<file path="src/rtl/core/csb_pkg.sv">
// Package for the calendar seconds-between block.
// Holds the item and result structs, the internal classified-item types, widths,
// constants and the month offset table. It depends on nothing.
`timescale 1ns / 1ps
`default_nettype none

package csb_pkg;

  // Field widths of one input item and one result.
  localparam int YEAR_W  = 14;
  localparam int MONTH_W = 4;
  localparam int DAY_W   = 5;
  localparam int HOUR_W  = 5;
  localparam int MIN_W   = 6;
  localparam int SEC_W   = 6;
  localparam int OUT_W   = 39;

  // Internal widths.
  localparam int Q_W    = 8;   // year / 100 for a 14-bit year
  localparam int DAYS_W = 24;  // signed day count from the epoch
  localparam int TOD_W  = 17;  // seconds within one (unchecked) day
  localparam int PROD_W = 40;  // signed day count times seconds per day
  localparam int DIFF_W = 42;  // signed difference before saturation

  // Default depth of the queue between front and back.
  localparam int QUEUE_DEPTH_DEF = 2;

  // Divide by 100 as a multiply by a reciprocal, exact for values below 43690.
  localparam logic [12:0] DIV100_MUL   = 13'd5243;
  localparam int          DIV100_SHIFT = 19;

  // Days from year 0 to 2000-01-01.
  localparam logic [DAYS_W-1:0] EPOCH_DAYS = 24'd730485;

  localparam logic [8:0]  DAYS_PER_YEAR = 9'd365;
  localparam logic [11:0] SEC_PER_HOUR  = 12'd3600;
  localparam logic [5:0]  SEC_PER_MIN   = 6'd60;
  localparam logic signed [PROD_W-1:0] SEC_PER_DAY = 40'sd86400;

  // Saturation bounds of the result.
  localparam logic signed [DIFF_W-1:0] OUT_MAX = (42'sd1 <<< (OUT_W - 1)) - 42'sd1;
  localparam logic signed [DIFF_W-1:0] OUT_MIN = -(42'sd1 <<< (OUT_W - 1));

  // Month codes.
  localparam logic [MONTH_W-1:0] MONTH_FEB = 4'd2;
  localparam logic [MONTH_W-1:0] MONTH_DEC = 4'd12;

  // One input item.
  typedef struct packed {
    logic [YEAR_W-1:0]  from_year;
    logic [MONTH_W-1:0] from_month;
    logic [DAY_W-1:0]   from_day;
    logic [HOUR_W-1:0]  from_hour;
    logic [MIN_W-1:0]   from_minute;
    logic [SEC_W-1:0]   from_second;
    logic [YEAR_W-1:0]  to_year;
    logic [MONTH_W-1:0] to_month;
    logic [DAY_W-1:0]   to_day;
    logic [HOUR_W-1:0]  to_hour;
    logic [MIN_W-1:0]   to_minute;
    logic [SEC_W-1:0]   to_second;
  } in_t;

  // One result.
  typedef struct packed {
    logic signed [OUT_W-1:0] seconds_between;
    logic                    month_error;
  } out_t;

  // One date-time after classification by the front.
  typedef struct packed {
    logic [YEAR_W-1:0]  year;
    logic [Q_W-1:0]     q100;   // year / 100
    logic               r_nz;   // year not a multiple of 100
    logic               leap;
    logic [MONTH_W-1:0] month;
    logic [DAY_W-1:0]   day;
    logic [HOUR_W-1:0]  hour;
    logic [MIN_W-1:0]   minute;
    logic [SEC_W-1:0]   second;
  } side_t;

  // One classified item as it sits in the queue.
  typedef struct packed {
    logic  month_error;
    side_t from_side;
    side_t to_side;
  } cls_t;

  // Queue status seen by front and back.
  typedef struct packed {
    logic full;
    logic empty;
  } q_stat_t;

  // Days in the year before the first of the given month.
  function automatic logic [8:0] days_before_month(input logic [MONTH_W-1:0] m);
    logic [8:0] d;
    case (m)
      4'd1:    d = 9'd0;
      4'd2:    d = 9'd31;
      4'd3:    d = 9'd59;
      4'd4:    d = 9'd90;
      4'd5:    d = 9'd120;
      4'd6:    d = 9'd151;
      4'd7:    d = 9'd181;
      4'd8:    d = 9'd212;
      4'd9:    d = 9'd243;
      4'd10:   d = 9'd273;
      4'd11:   d = 9'd304;
      4'd12:   d = 9'd334;
      default: d = 9'd0;
    endcase
    return d;
  endfunction

endpackage

`default_nettype wire

</file>
<file path="src/rtl/core/calendar_seconds_between_top.sv">
// An item reaches done via the front register, a queue slot and the three back stages.
// Throughput: one item per cycle; the front register, one queue slot and the
// three back stages each hold one item, and the back drains the queue every cycle.
// Reset (rst, synchronous): clears all valid flags and queue pointers; busy is high
// while rst is high. The receiver cannot stall: each result shows for one cycle.
`timescale 1ns / 1ps
`default_nettype none

module calendar_seconds_between_top #(
  parameter int QUEUE_DEPTH = csb_pkg::QUEUE_DEPTH_DEF
) (
  input  wire logic          clk,
  input  wire logic          rst,
  input  wire logic          start,
  input  wire csb_pkg::in_t  req,
  output logic               busy,
  output logic               done,
  output csb_pkg::out_t      rsp
);

  logic             q_push;
  logic             q_pop;
  csb_pkg::cls_t    q_push_data;
  csb_pkg::cls_t    q_pop_data;
  csb_pkg::q_stat_t q_stat;

  // Front: accept and classify.
  csb_front u_front (
    .clk       (clk),
    .rst       (rst),
    .start     (start),
    .req       (req),
    .stat      (q_stat),
    .busy      (busy),
    .push      (q_push),
    .push_data (q_push_data)
  );

  // Queue between front and back.
  csb_queue #(
    .DEPTH (QUEUE_DEPTH)
  ) u_queue (
    .clk       (clk),
    .rst       (rst),
    .push      (q_push),
    .push_data (q_push_data),
    .pop       (q_pop),
    .pop_data  (q_pop_data),
    .stat      (q_stat)
  );

  // Back: compute and deliver.
  csb_back u_back (
    .clk      (clk),
    .rst      (rst),
    .stat     (q_stat),
    .pop_data (q_pop_data),
    .pop      (q_pop),
    .done     (done),
    .rsp      (rsp)
  );

  // Every accepted item yields its result after a fixed latency.
  a_fixed_latency: assert property (@(posedge clk) disable iff (rst)
    (start && !busy) |-> ##5 done)
    else $error("accepted item did not produce a result on time");

  // The back drains the queue every cycle, so it never fills.
  a_queue_never_full: assert property (@(posedge clk) disable iff (rst)
    !q_stat.full)
    else $error("queue filled up");

  // A result comes from an item that sat in the queue before passing the back stages.
  a_result_from_queue: assert property (@(posedge clk) disable iff (rst)
    done |-> $past(!q_stat.empty, 3))
    else $error("result without a queued item");

  // A month error always comes with a zero difference.
  a_error_zero: assert property (@(posedge clk) disable iff (rst)
    (done && rsp.month_error) |-> (rsp.seconds_between == '0))
    else $error("month error with nonzero difference");

endmodule

`default_nettype wire

</file>
<file path="src/rtl/core/csb_front.sv">
// Front of the calendar seconds-between block: accepts items and classifies them.
// Checks both months and derives year / 100 and the leap flag. Uses csb_pkg.
`timescale 1ns / 1ps
`default_nettype none

module csb_front (
  input  wire logic           clk,
  input  wire logic           rst,
  input  wire logic           start,
  input  wire csb_pkg::in_t   req,
  input  wire csb_pkg::q_stat_t stat,
  output logic                busy,
  output logic                push,
  output csb_pkg::cls_t       push_data
);

  logic          f_valid;
  csb_pkg::cls_t f_data;
  csb_pkg::cls_t f_data_next;

  // Split a date-time into its fields and work out the century terms.
  function automatic csb_pkg::side_t classify(
    input logic [csb_pkg::YEAR_W-1:0]  y,
    input logic [csb_pkg::MONTH_W-1:0] m,
    input logic [csb_pkg::DAY_W-1:0]   d,
    input logic [csb_pkg::HOUR_W-1:0]  h,
    input logic [csb_pkg::MIN_W-1:0]   mi,
    input logic [csb_pkg::SEC_W-1:0]   s
  );
    csb_pkg::side_t            r;
    logic [26:0]               prod;
    logic [csb_pkg::Q_W-1:0]   q;
    logic [csb_pkg::YEAR_W-1:0] hund;
    prod = 27'(y) * 27'(csb_pkg::DIV100_MUL);
    q    = csb_pkg::Q_W'(prod >> csb_pkg::DIV100_SHIFT);
    hund = csb_pkg::YEAR_W'(14'(q) * 14'd100);
    r.year   = y;
    r.q100   = q;
    r.r_nz   = (y != hund);
    r.leap   = ((y[1:0] == 2'd0) && r.r_nz) || (!r.r_nz && (q[1:0] == 2'd0));
    r.month  = m;
    r.day    = d;
    r.hour   = h;
    r.minute = mi;
    r.second = s;
    return r;
  endfunction

  function automatic logic month_bad(input logic [csb_pkg::MONTH_W-1:0] m);
    return (m == '0) || (m > csb_pkg::MONTH_DEC);
  endfunction

  // The front holds only while its item cannot enter a full queue.
  assign busy = rst || (f_valid && stat.full);
  assign push = f_valid && !stat.full;
  assign push_data = f_data;

  // Classification of the item on the request port.
  always_comb begin
    f_data_next.month_error = month_bad(req.from_month) || month_bad(req.to_month);
    f_data_next.from_side = classify(req.from_year, req.from_month, req.from_day,
                                     req.from_hour, req.from_minute, req.from_second);
    f_data_next.to_side = classify(req.to_year, req.to_month, req.to_day,
                                   req.to_hour, req.to_minute, req.to_second);
  end

  // Front register.
  always_ff @(posedge clk) begin
    if (rst) begin
      f_valid <= 1'b0;
    end else if (!busy) begin
      f_valid <= start;
    end
  end

  always_ff @(posedge clk) begin
    if (!busy && start) begin
      f_data <= f_data_next;
    end
  end

endmodule

`default_nettype wire

</file>
<file path="src/rtl/core/csb_queue.sv">
// Short queue of classified items between the front and back of the block.
// A register array with read and write pointers and a fill count. Uses csb_pkg.
`timescale 1ns / 1ps
`default_nettype none

module csb_queue #(
  parameter int DEPTH = csb_pkg::QUEUE_DEPTH_DEF
) (
  input  wire logic            clk,
  input  wire logic            rst,
  input  wire logic            push,
  input  wire csb_pkg::cls_t   push_data,
  input  wire logic            pop,
  output csb_pkg::cls_t        pop_data,
  output csb_pkg::q_stat_t     stat
);

  localparam int PTR_W = (DEPTH > 1) ? $clog2(DEPTH) : 1;
  localparam int CNT_W = $clog2(DEPTH + 1);
  localparam logic [PTR_W-1:0] LAST = PTR_W'(DEPTH - 1);
  localparam logic [CNT_W-1:0] FULL_CNT = CNT_W'(DEPTH);

  csb_pkg::cls_t    entries [DEPTH];
  logic [PTR_W-1:0] wr_ptr;
  logic [PTR_W-1:0] rd_ptr;
  logic [CNT_W-1:0] count;
  logic             do_push;
  logic             do_pop;

  assign stat.full  = (count == FULL_CNT);
  assign stat.empty = (count == '0);
  assign do_push    = push && !stat.full;
  assign do_pop     = pop && !stat.empty;
  assign pop_data   = entries[rd_ptr];

  // Pointers and fill count.
  always_ff @(posedge clk) begin
    if (rst) begin
      wr_ptr <= '0;
      rd_ptr <= '0;
      count  <= '0;
    end else begin
      if (do_push) begin
        wr_ptr <= (wr_ptr == LAST) ? '0 : wr_ptr + 1'b1;
      end
      if (do_pop) begin
        rd_ptr <= (rd_ptr == LAST) ? '0 : rd_ptr + 1'b1;
      end
      if (do_push && !do_pop) begin
        count <= count + 1'b1;
      end else if (do_pop && !do_push) begin
        count <= count - 1'b1;
      end
    end
  end

  // Entry storage.
  always_ff @(posedge clk) begin
    if (do_push) begin
      entries[wr_ptr] <= push_data;
    end
  end

endmodule

`default_nettype wire

</file>
<file path="src/rtl/core/csb_back.sv">
// Back of the calendar seconds-between block: a three-stage pipeline that turns
// classified items into day counts, seconds and the saturated difference. Uses csb_pkg.
`timescale 1ns / 1ps
`default_nettype none

module csb_back (
  input  wire logic             clk,
  input  wire logic             rst,
  input  wire csb_pkg::q_stat_t stat,
  input  wire csb_pkg::cls_t    pop_data,
  output logic                  pop,
  output logic                  done,
  output csb_pkg::out_t         rsp
);

  // Stage 1 registers: day counts and time of day.
  logic                                v1;
  logic                                err1;
  logic signed [csb_pkg::DAYS_W-1:0]   from_days;
  logic signed [csb_pkg::DAYS_W-1:0]   to_days;
  logic [csb_pkg::TOD_W-1:0]           from_tod1;
  logic [csb_pkg::TOD_W-1:0]           to_tod1;

  // Stage 2 registers: day counts in seconds.
  logic                                v2;
  logic                                err2;
  logic signed [csb_pkg::PROD_W-1:0]   from_prod;
  logic signed [csb_pkg::PROD_W-1:0]   to_prod;
  logic [csb_pkg::TOD_W-1:0]           from_tod2;
  logic [csb_pkg::TOD_W-1:0]           to_tod2;

  logic signed [csb_pkg::DIFF_W-1:0]   diff;
  logic signed [csb_pkg::DIFF_W-1:0]   sat;

  // Signed days from 2000-01-01 to the given date.
  function automatic logic signed [csb_pkg::DAYS_W-1:0] day_count(input csb_pkg::side_t s);
    logic [14:0] y3;
    logic [23:0] pos;
    logic [23:0] neg;
    logic [8:0]  q_ceil;
    logic [6:0]  q4_ceil;
    logic        late_leap;
    y3        = {1'b0, s.year} + 15'd3;
    q_ceil    = {1'b0, s.q100} + 9'(s.r_nz);
    q4_ceil   = {1'b0, s.q100[7:2]} + 7'(s.r_nz || (s.q100[1:0] != 2'd0));
    late_leap = s.leap && (s.month > csb_pkg::MONTH_FEB);
    pos = 24'(s.year) * 24'(csb_pkg::DAYS_PER_YEAR) + 24'(y3[14:2]) + 24'(q4_ceil)
        + 24'(csb_pkg::days_before_month(s.month)) + 24'(late_leap) + 24'(s.day);
    neg = 24'(q_ceil) + csb_pkg::EPOCH_DAYS + 24'd1;
    return csb_pkg::DAYS_W'($signed({1'b0, pos}) - $signed({1'b0, neg}));
  endfunction

  // Seconds within the day, with no range checks.
  function automatic logic [csb_pkg::TOD_W-1:0] time_of_day(input csb_pkg::side_t s);
    return csb_pkg::TOD_W'(17'(s.hour) * 17'(csb_pkg::SEC_PER_HOUR)
                         + 17'(s.minute) * 17'(csb_pkg::SEC_PER_MIN) + 17'(s.second));
  endfunction

  // The back never stalls, so every queued item is taken at once.
  assign pop = !stat.empty;

  // Stage 1: day counts.
  always_ff @(posedge clk) begin
    if (rst) begin
      v1 <= 1'b0;
    end else begin
      v1 <= pop;
    end
  end

  always_ff @(posedge clk) begin
    err1      <= pop_data.month_error;
    from_days <= day_count(pop_data.from_side);
    to_days   <= day_count(pop_data.to_side);
    from_tod1 <= time_of_day(pop_data.from_side);
    to_tod1   <= time_of_day(pop_data.to_side);
  end

  // Stage 2: scale days to seconds.
  always_ff @(posedge clk) begin
    if (rst) begin
      v2 <= 1'b0;
    end else begin
      v2 <= v1;
    end
  end

  always_ff @(posedge clk) begin
    err2      <= err1;
    from_prod <= csb_pkg::PROD_W'(from_days) * csb_pkg::SEC_PER_DAY;
    to_prod   <= csb_pkg::PROD_W'(to_days) * csb_pkg::SEC_PER_DAY;
    from_tod2 <= from_tod1;
    to_tod2   <= to_tod1;
  end

  // Stage 3: difference, saturation and the month error override.
  always_comb begin
    diff = (csb_pkg::DIFF_W'(to_prod) + $signed({25'd0, to_tod2}))
         - (csb_pkg::DIFF_W'(from_prod) + $signed({25'd0, from_tod2}));
    if (diff > csb_pkg::OUT_MAX) begin
      sat = csb_pkg::OUT_MAX;
    end else if (diff < csb_pkg::OUT_MIN) begin
      sat = csb_pkg::OUT_MIN;
    end else begin
      sat = diff;
    end
  end

  always_ff @(posedge clk) begin
    if (rst) begin
      done <= 1'b0;
    end else begin
      done <= v2;
    end
  end

  always_ff @(posedge clk) begin
    rsp.month_error     <= err2;
    rsp.seconds_between <= err2 ? '0 : csb_pkg::OUT_W'(sat);
  end

endmodule

`default_nettype wire
</file>
<file path="config.mk">
export PLATFORM = sky130hd
export DESIGN_NAME = calendar_seconds_between_top
export DESIGN_NICKNAME = d
export VERILOG_FILES = /design/src/rtl/core/csb_pkg.sv /design/src/rtl/core/calendar_seconds_between_top.sv /design/src/rtl/core/csb_front.sv /design/src/rtl/core/csb_queue.sv /design/src/rtl/core/csb_back.sv
export SDC_FILE = /design/constraint.sdc
export NUM_CORES = 2
export LEC_CHECK = 0
export ABC_AREA = 1
export BUFFER_PORTS_ARGS = -buffer_cell sky130_fd_sc_hd__buf_2
export CAP_MARGIN = 20
export CORE_ASPECT_RATIO = 1.2
export CORE_MARGIN = 4
export CORE_UTILIZATION = 35
export DETAILED_ROUTE_END_ITERATION = 10
export REMOVE_ABC_BUFFERS = 1
export SETUP_SLACK_MARGIN = 0.1
export SLEW_MARGIN = 20
export SYNTH_ARGS = -nofsm -noshare
export SYNTH_HDL_FRONTEND = slang
export SYNTH_SLANG_ARGS = --single-unit
export TNS_END_PERCENT = 5
</file>
<file path="constraint.sdc">
create_clock -name clk -period 7.4 [get_ports clk]
set_input_delay 1.11 -clock clk [delete_from_list [all_inputs] [get_ports clk]]
set_output_delay 1.11 -clock clk [all_outputs]
set_load 0.01 [all_outputs]
</file>
Word-level counts from Yosys, hierarchy flattened
Memories as Yosys holds them, arrays and structs flattened. A register that Yosys moved wholly into a read port is not among the register bits.
Cells that the tools add are included.

cells by class
  add/subtract/negate cells = 33
  multiply operators = 12
  order comparisons = 6
  eq/ne operators = 3
  multiplexer cells = 10
  reductions and logical operators = 37

operators by type and width
  operator                                                         count
  adder 40 x 18 -> 41 bit                                          2
  multiplier 24 x 11 -> 33 bit, second input constant              2
  multiplier 14 x 13 -> 27 bit, second input constant              2
  adder 23 x 13 -> 24 bit                                          2
  adder 24 x 1 -> 24 bit                                           2
  adder 24 x 1 -> 24 bit, second input constant                    2
  adder 24 x 5 -> 24 bit                                           2
  adder 24 x 7 -> 24 bit                                           2
  adder 24 x 9 -> 24 bit                                           2
  subtractor 24 bit                                                2
  multiplier 14 x 9 -> 23 bit, second input constant               2
  adder 9 x 20 -> 21 bit, second input constant                    2
  greater-than comparator 42 x 39 -> 1 bit, second input constant  1
  < comparator 42 x 39 -> 1 bit, second input constant             1
  subtractor 41 x 41 -> 42 bit                                     1
  2-to-1 mux 39 bit                                                1
  2-to-1 mux 38 bit                                                1
  adder 17 x 12 -> 17 bit                                          2
  adder 17 x 6 -> 17 bit                                           2
  adder 14 x 2 -> 15 bit, second input constant                    2
  != test 14 bit                                                   2
  multiplier 5 x 8 -> 13 bit, second input constant                2
  multiplier 8 x 5 -> 12 bit, second input constant                2
  multiplier 6 x 4 -> 10 bit, second input constant                2
  17 further kinds                                                 58

word-level totals
  register bits = 333
  RAM bits = 202
  memory bits (read-only) = 288
  bits of input ports = 83
  output and inout port bits = 42
  logic and storage cells = 143
  memories kept = 3

memory list
  memory            words  bits a word  rd ports  clocked after memory_dff  wr ports  line             RTL
  u_queue.entries   2      101          1         1                         1         csb_queue.sv:23  csb_pkg::cls_t entries [DEPTH];
  (name not given)  16     9            1         0                         0         csb_pkg.sv:99    case (m)
  (name not given)  16     9            1         0                         0         csb_pkg.sv:99

Depth between registers and ports, before layout
  depth after elaboration = 8
  depth in mapped cells = 40
  gate-level depth less buffers = 40

By module
From an unflattened synthesis, not the netlist that was laid out.

second synthesis, totals
  cell total of the unflattened synthesis = 5134
  area, all modules = 50963.9 um^2

modules (own cells, without submodules)
  module     times used  cells each  area an instance (um^2)
  csb_back   1           3629        31156.1
  csb_front  1           1154        11823.8
  csb_queue  1           351         7983.9

Worst setup path after synthesis
No wires, ideal clock.

  path kind = input -> register
  from = input port req[75] (netlist name)
  to = register u_front.f_data (netlist bit u_front.push_data[76]) (data pin)
  data arrival time = 7.271 ns
  required time = 7.151 ns
  setup slack = -0.121 ns
  cell stages on the path = 32
  path buffers = 0
  path through = fa_1 > ha_1 > inv_1 > fa_1 > inv_1 > fa_1 > inv_1 > fa_1 > inv_1 > ha_1 > nand2_1 > nor3_1 > nand4_1 > nand3_1 > inv_1 > o31ai_1 > xor2_1 > ha_1 > ha_1 > fa_1 > ha_1 > nand2_1 > nand3_1 > xor2_1 > nand2_1 > nand2_1 > nor3_1 > nand3b_1 > nor2_1 > nand4_1 > nand2_1 > inv_1

RTL lines
  what                  line                                RTL
  start, declared       calendar_seconds_between_top.sv:15  input wire csb_pkg::in_t req,
  end signal, assigned  csb_front.sv:78                     f_data <= f_data_next;
  end, declared         csb_front.sv:18                     csb_pkg::cls_t f_data;

==> impl_metrics.env <==
export IMPL_status="complete, no violations"
export IMPL_critPathMaxStageDelay_ns=0.55
export IMPL_cp_data_arrival_time_ns=7.66
export IMPL_clockRootBuffer="clkbuf_16"
export IMPL_firstDrtPassIters=5
export IMPL_ys_warn_count=0
export IMPL_ys_ff_latch=536
export IMPL_drv_slew=0
export IMPL_ys_async_sr_fraction_pct=0
export IMPL_die_y_um=422
export IMPL_min_from="u_back.from_tod1[14]$_DFF_P_"
export IMPL_start_util_pct=35.3
export IMPL_fmax_mhz=138
export IMPL_die_area_mm2=0.149
export IMPL_grt_pass1_vias=35400
export IMPL_io_pins=125
export IMPL_numPortBuffers=124
export IMPL_drt_total_wl_um=113000
export IMPL_startpoint="req[75]"
export IMPL_postRouteAntennaNets=0
export IMPL_period_share_pct=98.0
export IMPL_grt_antenna_before_repair=3
export IMPL_drcViolationCount=0
export IMPL_cts_tree="done"
export IMPL_fin_nets=7047
export IMPL_synth_edf_count=303
export IMPL_grt_pass1_wl_um=183000
export IMPL_worst_setup_path_start_kind="input pin"
export IMPL_core_area_mm2=0.142
export IMPL_num_vias=34000
export IMPL_synth_avg_cell_area_um2=9.64
export IMPL_synth_area_leaders="ha_1, fa_1, edfxtp_1, dfxtp_1, inv_1"
export IMPL_synth_top_area_share_pct=22.8
export IMPL_clock_path_buffers=3
export IMPL_final_core_util_pct=40.7
export IMPL_final_common_cell="inv_1"
export IMPL_finalNonFillerCells=7448
export IMPL_clk_latency_ns=0.68
export IMPL_grt_max_degree=54
export IMPL_antenna_cells=0
export IMPL_cpMostUsedCell="inv_1"
export IMPL_seq_area_frac_synth_pct=27.6
export IMPL_syn2layout_area_growth_pct=15.4
export IMPL_tightestPinTransition_ns=0.954
export IMPL_drt_vias_per_instance=4.56
export IMPL_place_congestion=0.934
export IMPL_min_period_ns=7.25
export IMPL_final_area_mm2=0.0576
export IMPL_drive_above_1_share_pct=11.7
export IMPL_track_usage_pct=15.1
export IMPL_crit_type="in -> reg"
export IMPL_htree_levels=2
export IMPL_grt_overflow_total=0
export IMPL_rsz0062_at_grt="yes"
export IMPL_setup_viol=0
export IMPL_crit_slowest_cell="fa_1"
export IMPL_wl_per_cell_um=15.1
export IMPL_path_clk_slew_ns=0.06
export IMPL_hpwl_um=95600
export IMPL_hold_viol=0
export IMPL_path_max_fanout=4
export IMPL_die_w_um=353
export IMPL_synth_flop_cell="edfxtp_1"
export IMPL_ys_types=50
export IMPL_yosysTopAreaCell="ha_1"
export IMPL_slew_headroom_pct=36.4
export IMPL_clock_sinks=536
export IMPL_syn_area_mm2=0.0499
export IMPL_cts_buffers=58
export IMPL_drv_cap=0
export IMPL_place_area_mm2=0.0543
export IMPL_drt_initial_drc_count=1329
export IMPL_clock_skew_ns=0.0522
export IMPL_layout_common_cells="inv_1, ha_1, nand2_1"
export IMPL_endpoint_kind="flip-flop"
export IMPL_crit_required_ns=7.81
export IMPL_dp_cells=7318
export IMPL_num_rows=151
export IMPL_hold_class="reg -> reg"
export IMPL_hold_buffers=0
export IMPL_synthCells=5179
[synthesized netlist by cell type, drive strengths merged, types with 42 or more instances]
cell type and count:
inv 1202, ha 911, nand2 779, fa 490
edfxtp 303, a21oi 258, dfxtp 233, nor2 189
xor2 159, o21ai 150, nand3 122, xnor2 82
or2 51, nand4 42
[flip-flops by register name (all words and copies together) (netlist names), named ones only]
signal,flops
u_queue.entries,202
u_front.push_data,101
u_back.rsp,40
u_back.from_prod,33
u_back.to_prod,33
u_back.from_days,24
u_back.to_days,24
u_back.from_tod1,17
u_back.from_tod2,17
u_back.to_tod1,17
u_back.to_tod2,17
u_queue.count,2
u_back.done,1
u_back.err1,1
u_back.err2,1
u_back.v1,1
u_back.v2,1
u_front.f_valid,1
u_queue.rd_ptr,1
u_queue.wr_ptr,1
[worst max-delay path: cells and delay by family]
family,cells,cell delay [ns]
AO/OA/AOI/OAI,3,0.44
XOR/XNOR,2,0.41
adder cells (fa/ha/maj),10,3.59
buffers and inverters,11,1.01
AND/OR/NAND/NOR,10,1.11
[cells by family after synthesis]
family,after synthesis,share of synthesized area [%]
flops,536,27.6
simple gates,1233,10.3
fa+ha+maj,1401,42.5
compound gates,520,5.78
xor+xnor,243,4.32
mux,9,0.180
buf+inv,1237,9.39
[path summary, 6_finish.rpt]
kind                                                   endpoint  slack (ns)  cells past startpoint
worst min-delay path               u_back.from_tod2[14]$_DFF_P_        0.29                      0
worst max-delay path            u_front.push_data[76]$_DFFE_PP_        0.15                     36
worst min register to register     u_back.from_tod2[14]$_DFF_P_        0.29                      0
worst max register to register     u_back.from_days[18]$_DFF_P_        0.54                     27
[per-stage QoR]
step	TNS [ns]	setup slack, ns	hold slack [ns]
floorplan	-56.49	-1.70	0.310
global placement	-3.38	-1.02	0.311
detailed placement	-3.48	-1.03	0.312
CTS	0	0.0999	0.275
global route	-0.297	-0.130	0.294
finish	0	0.146	0.292
[final cells by class]
cell class,count,area [µm²]
inverter,1202,4510
sequential,536,13800
clock buffer,75,1620
clock inverter,34,433
tap,1836,2300
fill,13800,83900
timing repair buffer,359,2500
multi-input combinational,3406,32500
[per-layer routing]
| layer | vias to the layer above | global-route usage (%) | routed length [µm] |
|---|---|---|---|
| li1 | 17300 | - | - |
| met1 | 16100 | 19.7 | 50800 |
| met2 | 431 | 26.4 | 54900 |
| met3 | 164 | 1.43 | 3260 |
| met4 | 2 | 5.05 | 3700 |
| met5 | - | 0 | 7 |
[what timing repair did]
| action | CTS | global route |
|---|---|---|
| gates resized for setup | 55 | 144 |
| pin swaps | 45 | 100 |
| setup endpoints to repair | 4 | 11 |
| cloned | 0 | 0 |
| setup buffers | 11 | 11 |
Power is left out: the tool's default activity adds up to more than one toggle a clock period on the data nets, which glitch-free logic cannot reach.
